<file path="src/sv/sbfr_pkg.sv">
// Package: word types, microcode control word and program ROM of the frame receiver.
`timescale 1ns / 1ps
`default_nettype none
package sbfr_pkg;

    localparam int unsigned FRAME_LENGTH_DEF = 8;
    localparam logic [7:0]  START_BYTE       = 8'hAA;
    localparam int unsigned STEP_W           = 4;

    typedef logic [STEP_W-1:0] t_step;

    typedef struct packed {
        logic       action;
        logic [7:0] rx_byte;
        logic [7:0] requested_length;
    } t_in_word;

    typedef struct packed {
        logic        frame_accepted;
        logic        frame_rejected;
        logic        fetch_status;
        logic [63:0] command_data;
    } t_out_word;

    typedef enum logic [3:0] {
        COND_ALWAYS      = 4'd0,
        COND_NOT_ACCEPT  = 4'd1,
        COND_IS_FETCH    = 4'd2,
        COND_DROP        = 4'd3,
        COND_NOT_FULL    = 4'd4,
        COND_SUM_MORE    = 4'd5,
        COND_SUM_BAD     = 4'd6,
        COND_SHIFT_MORE  = 4'd7,
        COND_OUT_BLOCKED = 4'd8
    } t_cond;

    localparam t_step STEP_WAIT    = 4'd0;
    localparam t_step STEP_DECODE  = 4'd1;
    localparam t_step STEP_APPEND  = 4'd2;
    localparam t_step STEP_SUMINIT = 4'd3;
    localparam t_step STEP_SUM     = 4'd4;
    localparam t_step STEP_CHECK   = 4'd5;
    localparam t_step STEP_COMMIT  = 4'd6;
    localparam t_step STEP_SHIFT   = 4'd7;
    localparam t_step STEP_EMIT    = 4'd8;
    localparam t_step STEP_RETURN  = 4'd9;
    localparam t_step STEP_FETCH   = 4'd10;

    typedef struct packed {
        logic  in_ready;
        logic  append;
        logic  sum_clr;
        logic  sum_add;
        logic  commit;
        logic  shift;
        logic  fetch;
        logic  emit;
        t_cond cond;
        t_step jmp;
    } t_uword;

    typedef struct packed {
        logic in_valid;
        logic is_fetch;
        logic drop;
        logic not_full;
        logic sum_more;
        logic sum_bad;
        logic shift_more;
        logic out_blocked;
    } t_dp_flags;

    function automatic t_uword sbfr_rom(input t_step step);
        t_uword uw;
        uw      = '0;
        uw.cond = COND_ALWAYS;
        uw.jmp  = STEP_WAIT;
        unique case (step)
            STEP_WAIT: begin
                uw.in_ready = 1'b1;
                uw.cond     = COND_NOT_ACCEPT;
                uw.jmp      = STEP_WAIT;
            end
            STEP_DECODE: begin
                uw.cond = COND_IS_FETCH;
                uw.jmp  = STEP_FETCH;
            end
            STEP_APPEND: begin
                uw.append = 1'b1;
                uw.cond   = COND_DROP;
                uw.jmp    = STEP_EMIT;
            end
            STEP_SUMINIT: begin
                uw.sum_clr = 1'b1;
                uw.cond    = COND_NOT_FULL;
                uw.jmp     = STEP_EMIT;
            end
            STEP_SUM: begin
                uw.sum_add = 1'b1;
                uw.cond    = COND_SUM_MORE;
                uw.jmp     = STEP_SUM;
            end
            STEP_CHECK: begin
                uw.cond = COND_SUM_BAD;
                uw.jmp  = STEP_SHIFT;
            end
            STEP_COMMIT: begin
                uw.commit = 1'b1;
                uw.cond   = COND_ALWAYS;
                uw.jmp    = STEP_EMIT;
            end
            STEP_SHIFT: begin
                uw.shift = 1'b1;
                uw.cond  = COND_SHIFT_MORE;
                uw.jmp   = STEP_SHIFT;
            end
            STEP_EMIT: begin
                uw.emit = 1'b1;
                uw.cond = COND_OUT_BLOCKED;
                uw.jmp  = STEP_EMIT;
            end
            STEP_RETURN: begin
                uw.cond = COND_ALWAYS;
                uw.jmp  = STEP_WAIT;
            end
            STEP_FETCH: begin
                uw.fetch = 1'b1;
                uw.cond  = COND_ALWAYS;
                uw.jmp   = STEP_EMIT;
            end
            default: begin
                uw.cond = COND_ALWAYS;
                uw.jmp  = STEP_WAIT;
            end
        endcase
        return uw;
    endfunction

endpackage
`default_nettype wire

</file>
<file path="src/sv/sbfr_sequencer.sv">
// Microcode sequencer: step counter, program ROM and conditional jump select.
`timescale 1ns / 1ps
`default_nettype none
module sbfr_sequencer
    import sbfr_pkg::*;
(
    input  wire logic      i_clk,
    input  wire logic      i_rst_n,
    input  wire t_dp_flags i_flags,
    output t_uword         o_uword
);

    t_step  r_step;
    t_step  n_step;
    t_uword w_uword;
    logic   w_take;

    always_comb begin
        w_uword = sbfr_rom(r_step);
        unique case (w_uword.cond)
            COND_ALWAYS:      w_take = 1'b1;
            COND_NOT_ACCEPT:  w_take = !i_flags.in_valid;
            COND_IS_FETCH:    w_take = i_flags.is_fetch;
            COND_DROP:        w_take = i_flags.drop;
            COND_NOT_FULL:    w_take = i_flags.not_full;
            COND_SUM_MORE:    w_take = i_flags.sum_more;
            COND_SUM_BAD:     w_take = i_flags.sum_bad;
            COND_SHIFT_MORE:  w_take = i_flags.shift_more;
            COND_OUT_BLOCKED: w_take = i_flags.out_blocked;
            default:          w_take = 1'b1;
        endcase
        n_step = w_take ? w_uword.jmp : r_step + t_step'(1);
    end

    always_ff @(posedge i_clk) begin
        if (!i_rst_n) begin
            r_step <= STEP_WAIT;
        end else begin
            r_step <= n_step;
        end
    end

    assign o_uword = w_uword;

endmodule
`default_nettype wire

</file>
<file path="src/sv/sbfr_datapath.sv">
// Datapath: receive buffer, checksum accumulator, command store and output register.
`timescale 1ns / 1ps
`default_nettype none
module sbfr_datapath
    import sbfr_pkg::*;
#(
    parameter int unsigned FRAME_LENGTH = FRAME_LENGTH_DEF
) (
    input  wire logic      i_clk,
    input  wire logic      i_rst_n,
    input  wire t_uword    i_uword,
    input  wire logic      i_in_valid,
    input  wire t_in_word  i_in_word,
    input  wire logic      i_out_ready,
    output t_dp_flags      o_flags,
    output logic           o_out_valid,
    output t_out_word      o_out_word
);

    localparam int unsigned FW = $clog2(FRAME_LENGTH + 1);
    localparam int unsigned IW = $clog2(FRAME_LENGTH);
    localparam logic [FW-1:0] FILL_FULL = FW'(FRAME_LENGTH);
    localparam logic [IW-1:0] LAST_SUM  = IW'(FRAME_LENGTH - 2);
    localparam logic [7:0]    REQ_LEN   = 8'(FRAME_LENGTH);

    t_in_word     r_item;
    logic [7:0]   r_buf    [FRAME_LENGTH];
    logic [7:0]   r_latest [FRAME_LENGTH];
    logic [FW-1:0] r_fill;
    logic [IW-1:0] r_idx;
    logic [7:0]   r_sum;
    logic         r_flag;
    t_out_word    r_res;
    logic         r_out_valid;
    t_out_word    r_out;
    logic         w_drop;
    logic         w_load;
    logic [63:0]  w_cmd;

    assign w_drop = (r_fill == '0) && (r_item.rx_byte != START_BYTE);
    assign w_load = !r_out_valid || i_out_ready;

    always_comb begin
        w_cmd = '0;
        for (int i = 0; i < FRAME_LENGTH; i++) begin
            w_cmd[8*i +: 8] = r_latest[i];
        end
    end

    always_comb begin
        o_flags.in_valid    = i_in_valid;
        o_flags.is_fetch    = r_item.action;
        o_flags.drop        = w_drop;
        o_flags.not_full    = r_fill != FILL_FULL;
        o_flags.sum_more    = r_idx != LAST_SUM;
        o_flags.sum_bad     = r_sum != r_buf[FRAME_LENGTH-1];
        o_flags.shift_more  = !((r_buf[1] == START_BYTE) || (r_fill == FW'(1)));
        o_flags.out_blocked = !w_load;
    end

    always_ff @(posedge i_clk) begin
        if (i_uword.in_ready && i_in_valid) begin
            r_item <= i_in_word;
            r_res  <= '0;
        end
        if (i_uword.append && !w_drop) begin
            for (int i = 0; i < FRAME_LENGTH; i++) begin
                if (r_fill == FW'(i)) begin
                    r_buf[i] <= r_item.rx_byte;
                end
            end
        end
        if (i_uword.sum_clr) begin
            r_sum <= '0;
            r_idx <= '0;
        end
        if (i_uword.sum_add) begin
            r_sum <= r_sum + r_buf[r_idx];
            r_idx <= r_idx + IW'(1);
        end
        if (i_uword.commit) begin
            r_res.frame_accepted <= 1'b1;
        end
        if (i_uword.shift) begin
            for (int i = 0; i < FRAME_LENGTH - 1; i++) begin
                r_buf[i] <= r_buf[i+1];
            end
            r_res.frame_rejected <= 1'b1;
        end
        if (i_uword.fetch) begin
            if ((r_item.requested_length != REQ_LEN) || !r_flag) begin
                r_res.fetch_status <= 1'b1;
            end else begin
                r_res.command_data <= w_cmd;
            end
        end
        if (i_uword.emit && w_load) begin
            r_out <= r_res;
        end
    end

    always_ff @(posedge i_clk) begin
        if (!i_rst_n) begin
            r_fill      <= '0;
            r_flag      <= 1'b0;
            r_out_valid <= 1'b0;
            for (int i = 0; i < FRAME_LENGTH; i++) begin
                r_latest[i] <= '0;
            end
        end else begin
            if (i_uword.append && !w_drop) begin
                r_fill <= r_fill + FW'(1);
            end
            if (i_uword.commit) begin
                for (int i = 0; i < FRAME_LENGTH; i++) begin
                    r_latest[i] <= r_buf[i];
                end
                r_fill <= '0;
                r_flag <= 1'b1;
            end
            if (i_uword.shift) begin
                r_fill <= r_fill - FW'(1);
            end
            if (i_uword.fetch && (r_item.requested_length == REQ_LEN) && r_flag) begin
                r_flag <= 1'b0;
            end
            if (i_uword.emit && w_load) begin
                r_out_valid <= 1'b1;
            end else if (i_out_ready) begin
                r_out_valid <= 1'b0;
            end
        end
    end

    assign o_out_valid = r_out_valid;
    assign o_out_word  = r_out;

endmodule
`default_nettype wire

</file>
<file path="src/sv/sync_byte_frame_receiver.sv">
// From acceptance to the output register a dropped byte passes steps DECODE and APPEND, a fetch DECODE
// and FETCH, a buffered byte DECODE, APPEND and SUMINIT; a completing byte then runs the SUM loop and
// CHECK, then COMMIT on a good checksum or the SHIFT loop on a bad one. The checksum and realignment
// loops of the microprogram visit one buffered byte per cycle. One item at a time; the next is accepted
// in WAIT, via RETURN, once EMIT has loaded the result into the output register, waiting out any output stall.
// Reset (synchronous, active low) empties the buffer, clears the command store, the flag and o_out_valid.
`timescale 1ns / 1ps
`default_nettype none
module sync_byte_frame_receiver
    import sbfr_pkg::*;
#(
    parameter int unsigned FRAME_LENGTH = FRAME_LENGTH_DEF
) (
    input  wire logic      i_clk,
    input  wire logic      i_rst_n,
    input  wire logic      i_in_valid,
    output logic           o_in_ready,
    input  wire t_in_word  i_in_word,
    output logic           o_out_valid,
    input  wire logic      i_out_ready,
    output t_out_word      o_out_word
);

    t_uword    w_uword;
    t_dp_flags w_flags;

    sbfr_sequencer u_seq (
        .i_clk   (i_clk),
        .i_rst_n (i_rst_n),
        .i_flags (w_flags),
        .o_uword (w_uword)
    );

    sbfr_datapath #(
        .FRAME_LENGTH (FRAME_LENGTH)
    ) u_dp (
        .i_clk       (i_clk),
        .i_rst_n     (i_rst_n),
        .i_uword     (w_uword),
        .i_in_valid  (i_in_valid),
        .i_in_word   (i_in_word),
        .i_out_ready (i_out_ready),
        .o_flags     (w_flags),
        .o_out_valid (o_out_valid),
        .o_out_word  (o_out_word)
    );

    assign o_in_ready = w_uword.in_ready;

endmodule
`default_nettype wire
</file>
<file path="config.mk">
export PLATFORM = sky130hd
export DESIGN_NAME = sync_byte_frame_receiver
export DESIGN_NICKNAME = d
export VERILOG_FILES = /design/src/sv/sbfr_pkg.sv /design/src/sv/sbfr_sequencer.sv /design/src/sv/sbfr_datapath.sv /design/src/sv/sync_byte_frame_receiver.sv
export SDC_FILE = /design/constraint.sdc
export NUM_CORES = 1
export LEC_CHECK = 0
export ABC_AREA = 1
export BUFFER_PORTS_ARGS = -buffer_cell sky130_fd_sc_hd__buf_2
export CAP_MARGIN = 10
export CELL_PAD_IN_SITES_DETAIL_PLACEMENT = 1
export CELL_PAD_IN_SITES_GLOBAL_PLACEMENT = 2
export CORE_MARGIN = 3
export CORE_UTILIZATION = 45
export CTS_BUF_LIST = sky130_fd_sc_hd__clkbuf_8
export DETAILED_ROUTE_END_ITERATION = 7
export PLACE_DENSITY_LB_ADDON = 0.1
export SETUP_SLACK_MARGIN = 0.15
export SYNTH_ARGS = -nofsm -noshare
export SYNTH_HDL_FRONTEND = slang
export SYNTH_SLANG_ARGS = --single-unit
export TNS_END_PERCENT = 30
</file>
<file path="constraint.sdc">
create_clock -name i_clk -period 8.95 [get_ports i_clk]
set_input_delay 0.4475 -clock i_clk [delete_from_list [all_inputs] [get_ports i_clk]]
set_output_delay 0.4475 -clock i_clk [all_outputs]
set_load 0.05 [all_outputs]
</file>
### Yosys cells after proc, flatten, opt, wreduce, memory -nomap -nowiden

Memory sizes are Yosys's and may differ from the RTL's. A register that Yosys moved wholly into a read port is not among the register bits.
Index checks and enable logic that the tools add are counted.

| storage, ports and cells | value |
|---|---|
| logic and storage cells | 167 |
| RAM bits | 128 |
| input bits | 21 |
| latch bits | 0 |
| memories kept | 2 |
| output and inout port bits | 69 |
| register bits after elaboration | 172 |
| memory bits (read-only) | 0 |

| operators by class | value |
|---|---|
| divide/modulo/power cells | 0 |
| bitwise gates (word level) | 16 |
| shift operators | 0 |
| order comparisons | 0 |
| multipliers | 0 |
| add/subtract/negate cells | 5 |
| mux-type cells | 73 |
| reduce and logical (&&, ||, !) cells | 23 |
| eq/ne operators | 31 |

Memories:

| name | depth | bits a word | rd ports | clocked after memory_dff | wr ports | RTL line | source |
|---|---|---|---|---|---|---|---|
| u_dp.r_buf | 8 | 8 | 9 | 1 | 7 | sbfr_datapath.sv:27 | `logic [7:0] r_buf [FRAME_LENGTH];` |
| u_dp.r_latest | 8 | 8 | 8 | 0 | 8 | sbfr_datapath.sv:28 | `logic [7:0] r_latest [FRAME_LENGTH];` |

Operator list:

| operator | number |
|---|---|
| $mux 8 | 18 |
| $mux 65 | 2 |
| $pmux 8 s9 | 1 |
| $mux 64 | 1 |
| $eq 4x3->1 const B | 12 |
| $mux 1 | 42 |
| $eq 4x2->1 const B | 6 |
| $mux 4 | 4 |
| $or 1x1->1 | 15 |
| $eq 4x1->1 const B | 3 |
| $eq 4x4->1 const B | 3 |
| $mux 3 | 4 |
| $add 4x1->4 const B | 2 |
| $add 8x8->8 | 1 |
| $eq 8x4->1 const B | 1 |
| $eq 8x8->1 const B | 1 |
| $logic_not 4->1 | 2 |
| $ne 8x4->1 const B | 1 |
| $ne 8x8->1 | 1 |
| $ne 8x8->1 const B | 1 |
| $pmux 1 s8 | 1 |
| $reduce_or 8->1 | 1 |
| $logic_and 1x1->1 | 6 |
| $logic_not 1->1 | 6 |
| 9 further kinds | 13 |

### Longest topological paths before layout

| depth | value |
|---|---|
| depth after elaboration | 8 |
| gate-level depth with buffers | 16 |
| gate-level depth less buffers | 15 |

### Modules after synthesis

Synthesis repeated with hierarchy kept, for this count alone.

| unflattened totals | value |
|---|---|
| cells, all modules | 1275 |
| area total of the unflattened synthesis | 12678.4 µm² |

Modules (own cells, without submodules):

| module | cells an instance | times used | area each (µm²) | seq. area each (µm²) |
|---|---|---|---|---|
| sbfr_datapath | 1181 | 1 | 12140.4 | 8217.9 |
| sbfr_sequencer | 94 | 1 | 538.0 | 80.1 |

### Least setup slack after synthesis

No wires, ideal clock.

| path | value |
|---|---|
| kind | register -> register |
| from | register u_seq.r_step[0] |
| to | register u_dp.r_out (netlist bit u_dp.o_out_word[0]), enable pin |
| clock period less this slack | 4041 ps |
| cell stages (with the launch flop) | 5 |
| required time | 8457 ps |
| setup slack | 4909 ps |
| setup time | 493 ps |
| arrival | 3548 ps |
| path buffers | 0 |
| path through | dfxtp_1 inv_1 ha_1 nand3_1 nor2_1 |

| on the way | value |
|---|---|
| cells in the longest elaborated chain, start to end | 3 |

RTL lines:

| what | RTL line | source |
|---|---|---|
| start, declared | sbfr_sequencer.sv:13 | `t_step r_step;` |
| start signal, assigned | sbfr_sequencer.sv:39 | `r_step <= n_step;` |
| $eq 4x4->1 | sbfr_pkg.sv:78 | `unique case (step)` |
| $mux 1 | sbfr_pkg.sv:78 |  |
| $logic_and 1x1->1 | sbfr_datapath.sv:97 | `if (i_uword.emit && w_load) begin` |
| end signal, assigned | sbfr_datapath.sv:98 | `r_out <= r_res;` |
| end, declared | sbfr_datapath.sv:35 | `t_out_word r_out;` |

Every way passes these cells.
A chain may end at the register's enable or synchronous reset.

==> run metrics <==
status complete, no violations; die area 29600 um^2; top-area cell type share of the netlist area a little over half; Post-synth ARST share 0%; Rel. slew slack 24.1%; ANT cells 0; hold depth 1; Seq/Total Area, Yosys 66.9%; total I/O pin count 90; post-route cell area 14200 um^2; Die X approximately 170 um; hold_sp i_in_word[15]; most frequent CP cell o21ai_0; DP Area between 10000 and 15000 um^2; Synth area leaders edfxtp_1, dfxtp_1, o21ai_0; Slew @ Worst Pin 1.14 ns; Avg WL per Cell 17.8 um; Hold WC Path Type input pin to flop; required time worst endpoint 9.37 ns; synth-to-layout area growth 14.5%; P_leak 5.93 nW; Starting DRT DRC Count 640; Most used DFF post-synth edfxtp_1; Seq cells post-synth 303; Peak VDD IR 0.142 mV; Via density 5.11; clk slew on worst S/H paths around 0.06 ns; Syn Nets roughly 1200; commonest non-fill, non-tap cell in the layout edfxtp_1; Fin Setup TNS 0 ns; min setup slack post-route slightly above 5 ns; crit path max fanout 19; Residual DRC 0; Max stage delay on crit path 0.84 ns; Pre-Repair DR Iteration Count 5; Syn Area/Cell approximately 11 um^2; Die Height approximately 170 um; post-CTS setup buffers 0; Bufs on Longest Clock Path 3; NumNets Final 1288; worst skew pair latency around 0.58 ns; Crit Path Class flop to flop; Routed WL 29.1 mm; PwrDens 284 nW/um^2; final core occ 52.5%; R2R Path End u_dp.r_sum[6]$_SDFFCE_PN0P_; met3 routed WL 1.37 mm; Worst Setup Start Kind flop; Vias 8332; Worst Reg-to-Reg Cells 14; Critical Path End Type flop; wire length on met1 12.8 mm; Final setup viols 0; CTS Sinks 303; Final Cycle Share 42.4%; warnings from Yosys 0; Hold WS 0.0533 ns; Max-Cap Viols 0; Mapped Area 12400 um^2; starting density of the core 45.9%; number of CTS-inserted buffers 51; Final Hold Fails 0; initial antenna violation count 0; pin count of the biggest net entering global routing 130; H-tree Lvls 2; DPL Wire Length between 20 and 25 mm; RSZ-0062 raised after global routing false; routed wl met2 between 10 and 15 mm; clock root buffer clkbuf_8; leading area contributor after synthesis edfxtp_1; Tmin final 3.80 ns; DP Cell Count 1536; Buf/Inv on CP 2; Slew Viols, Final 0; Clock Skew approximately 0.027 ns; ANT nets after route 0; Worst path top cell family by delay compound AO/OA/AOI/OAI gates; r2r setup slk 5.15 ns; GRT Util Overall a little under 20%; hold_buf cts 0; total core area 27000 um^2; most frequent cells in the layout edfxtp_1, inv_1, o21ai_0, nor2_1, nand2_1; Post-Syn Instances 1147; Hold Path End u_dp.r_item[15]$_DFFE_PP_; Port Buffers 89; EDFF count, synth 223; Final Power 4.03 mW; vias in the first global route 8462; layout cells sized above 1 17.0%; global route overflow 0; CTS tree built; dpl ws 5.17 ns; top sig layer met4; fin cells 1631; first-pass GRT wire length approximately 46 mm; gpl congestion 0.843; Distinct cells, synth 38; cts repair resizes 0; critical path arrival 4.22 ns; maximum clock rate 0.263 GHz; Critical Path Slowest Stage Cell dfxtp_1; Rows 60; worst-path cell chain inv_1 > a21oi_1 > o21ai_0 > a31oi_1 > ha_1 > inv_1 > fa_1 > nor2_1 > o21ai_0 > nand2_1 > a21oi_1 > o21ai_0 > o21ai_0 > a21oi_1
==> state kept, by name (all words and copies together), names as in the netlist, named ones only <==
name,count
u_dp.o_out_valid,1
u_dp.o_out_word,67
u_dp.o_flags,1
u_dp.r_res,67
u_dp.r_idx,3
u_dp.r_latest,64
u_dp.r_sum,8
u_seq.r_step,4
u_dp.r_item,16
u_dp.r_buf,64
u_dp.r_fill,4
u_dp.r_flag,1
==> power breakdown <==
part           internal (mW)  leakage [nW]  switching, mW
logic                  0.257          2.50          0.769
clock network          0.694         0.630          0.545
registers               1.68          2.80         0.0787
==> cell type report <==
cell class              instances  area, um^2
clock buffers                  63         867
clock inverters                32         191
fillers                      2979       12800
inverters                     181         679
multi-input cells             611        3200
flip-flops and latches        303        8300
well taps                     341         427
repair buffers                100         528
==> cell usage after synthesis, types with 2 or more instances <==
master	number
o21bai_1	2
buf_2	3
nor2_2	4
nand3b_1	2
inv_2	2
xnor2_1	12
nor3_1	4
nor2_1	116
buf_4	3
nand2_1	111
o21ai_0	148
nand3_1	88
inv_1	178
nand2_4	5
edfxtp_1	223
nand2_2	3
o21ai_2	25
dfxtp_1	80
ha_1	18
a21oi_1	48
nand4_1	5
buf_1	7
a31o_2	2
xor2_1	3
a31oi_1	6
buf_6	3
clkbuf_1	35
==> how the worst max path moves through the flow <==
stage	slack, ns	from	end	cells after the start
after floorplan	4.91	u_seq.r_step[0]$_SDFF_PN0_	u_dp.o_out_word[0]$_DFFE_PP_	4
after global placement	5.31	flop	u_dp.r_sum[6]$_SDFFCE_PN0P_	14
after detailed placement	5.17	flop	u_dp.r_sum[6]$_SDFFCE_PN0P_	14
after CTS	5.15	flop	u_dp.r_sum[6]$_SDFFCE_PN0P_	14
after global routing	4.86	flop	u_dp.r_sum[6]$_SDFFCE_PN0P_	14
final	5.15	flop	u_dp.r_sum[6]$_SDFFCE_PN0P_	14
==> kinds of logic (layout without fill, tap and decap cells) <==
family,count (synthesis),after routing,synth area share (%)
and+or+nand+nor,342,342,12.1
buffers and inverters,233,376,7.45
DFF,303,303,66.9
xor gates and xnor gates,15,15,1.06
AOI/OAI and AO/OA,235,235,10.5
adders and majority gates,19,19,1.98
==> layer usage <==
| layer | track usage [%] | vias up |
|---|---|---|
| met5 | 0 | - |
| met4 | 5.52 | 0 |
| met3 | 3.66 | 58 |
| met2 | 33.4 | 190 |
| met1 | 26.1 | 4015 |
| li1 | - | 4069 |
(Power assumes the default switching activity.)
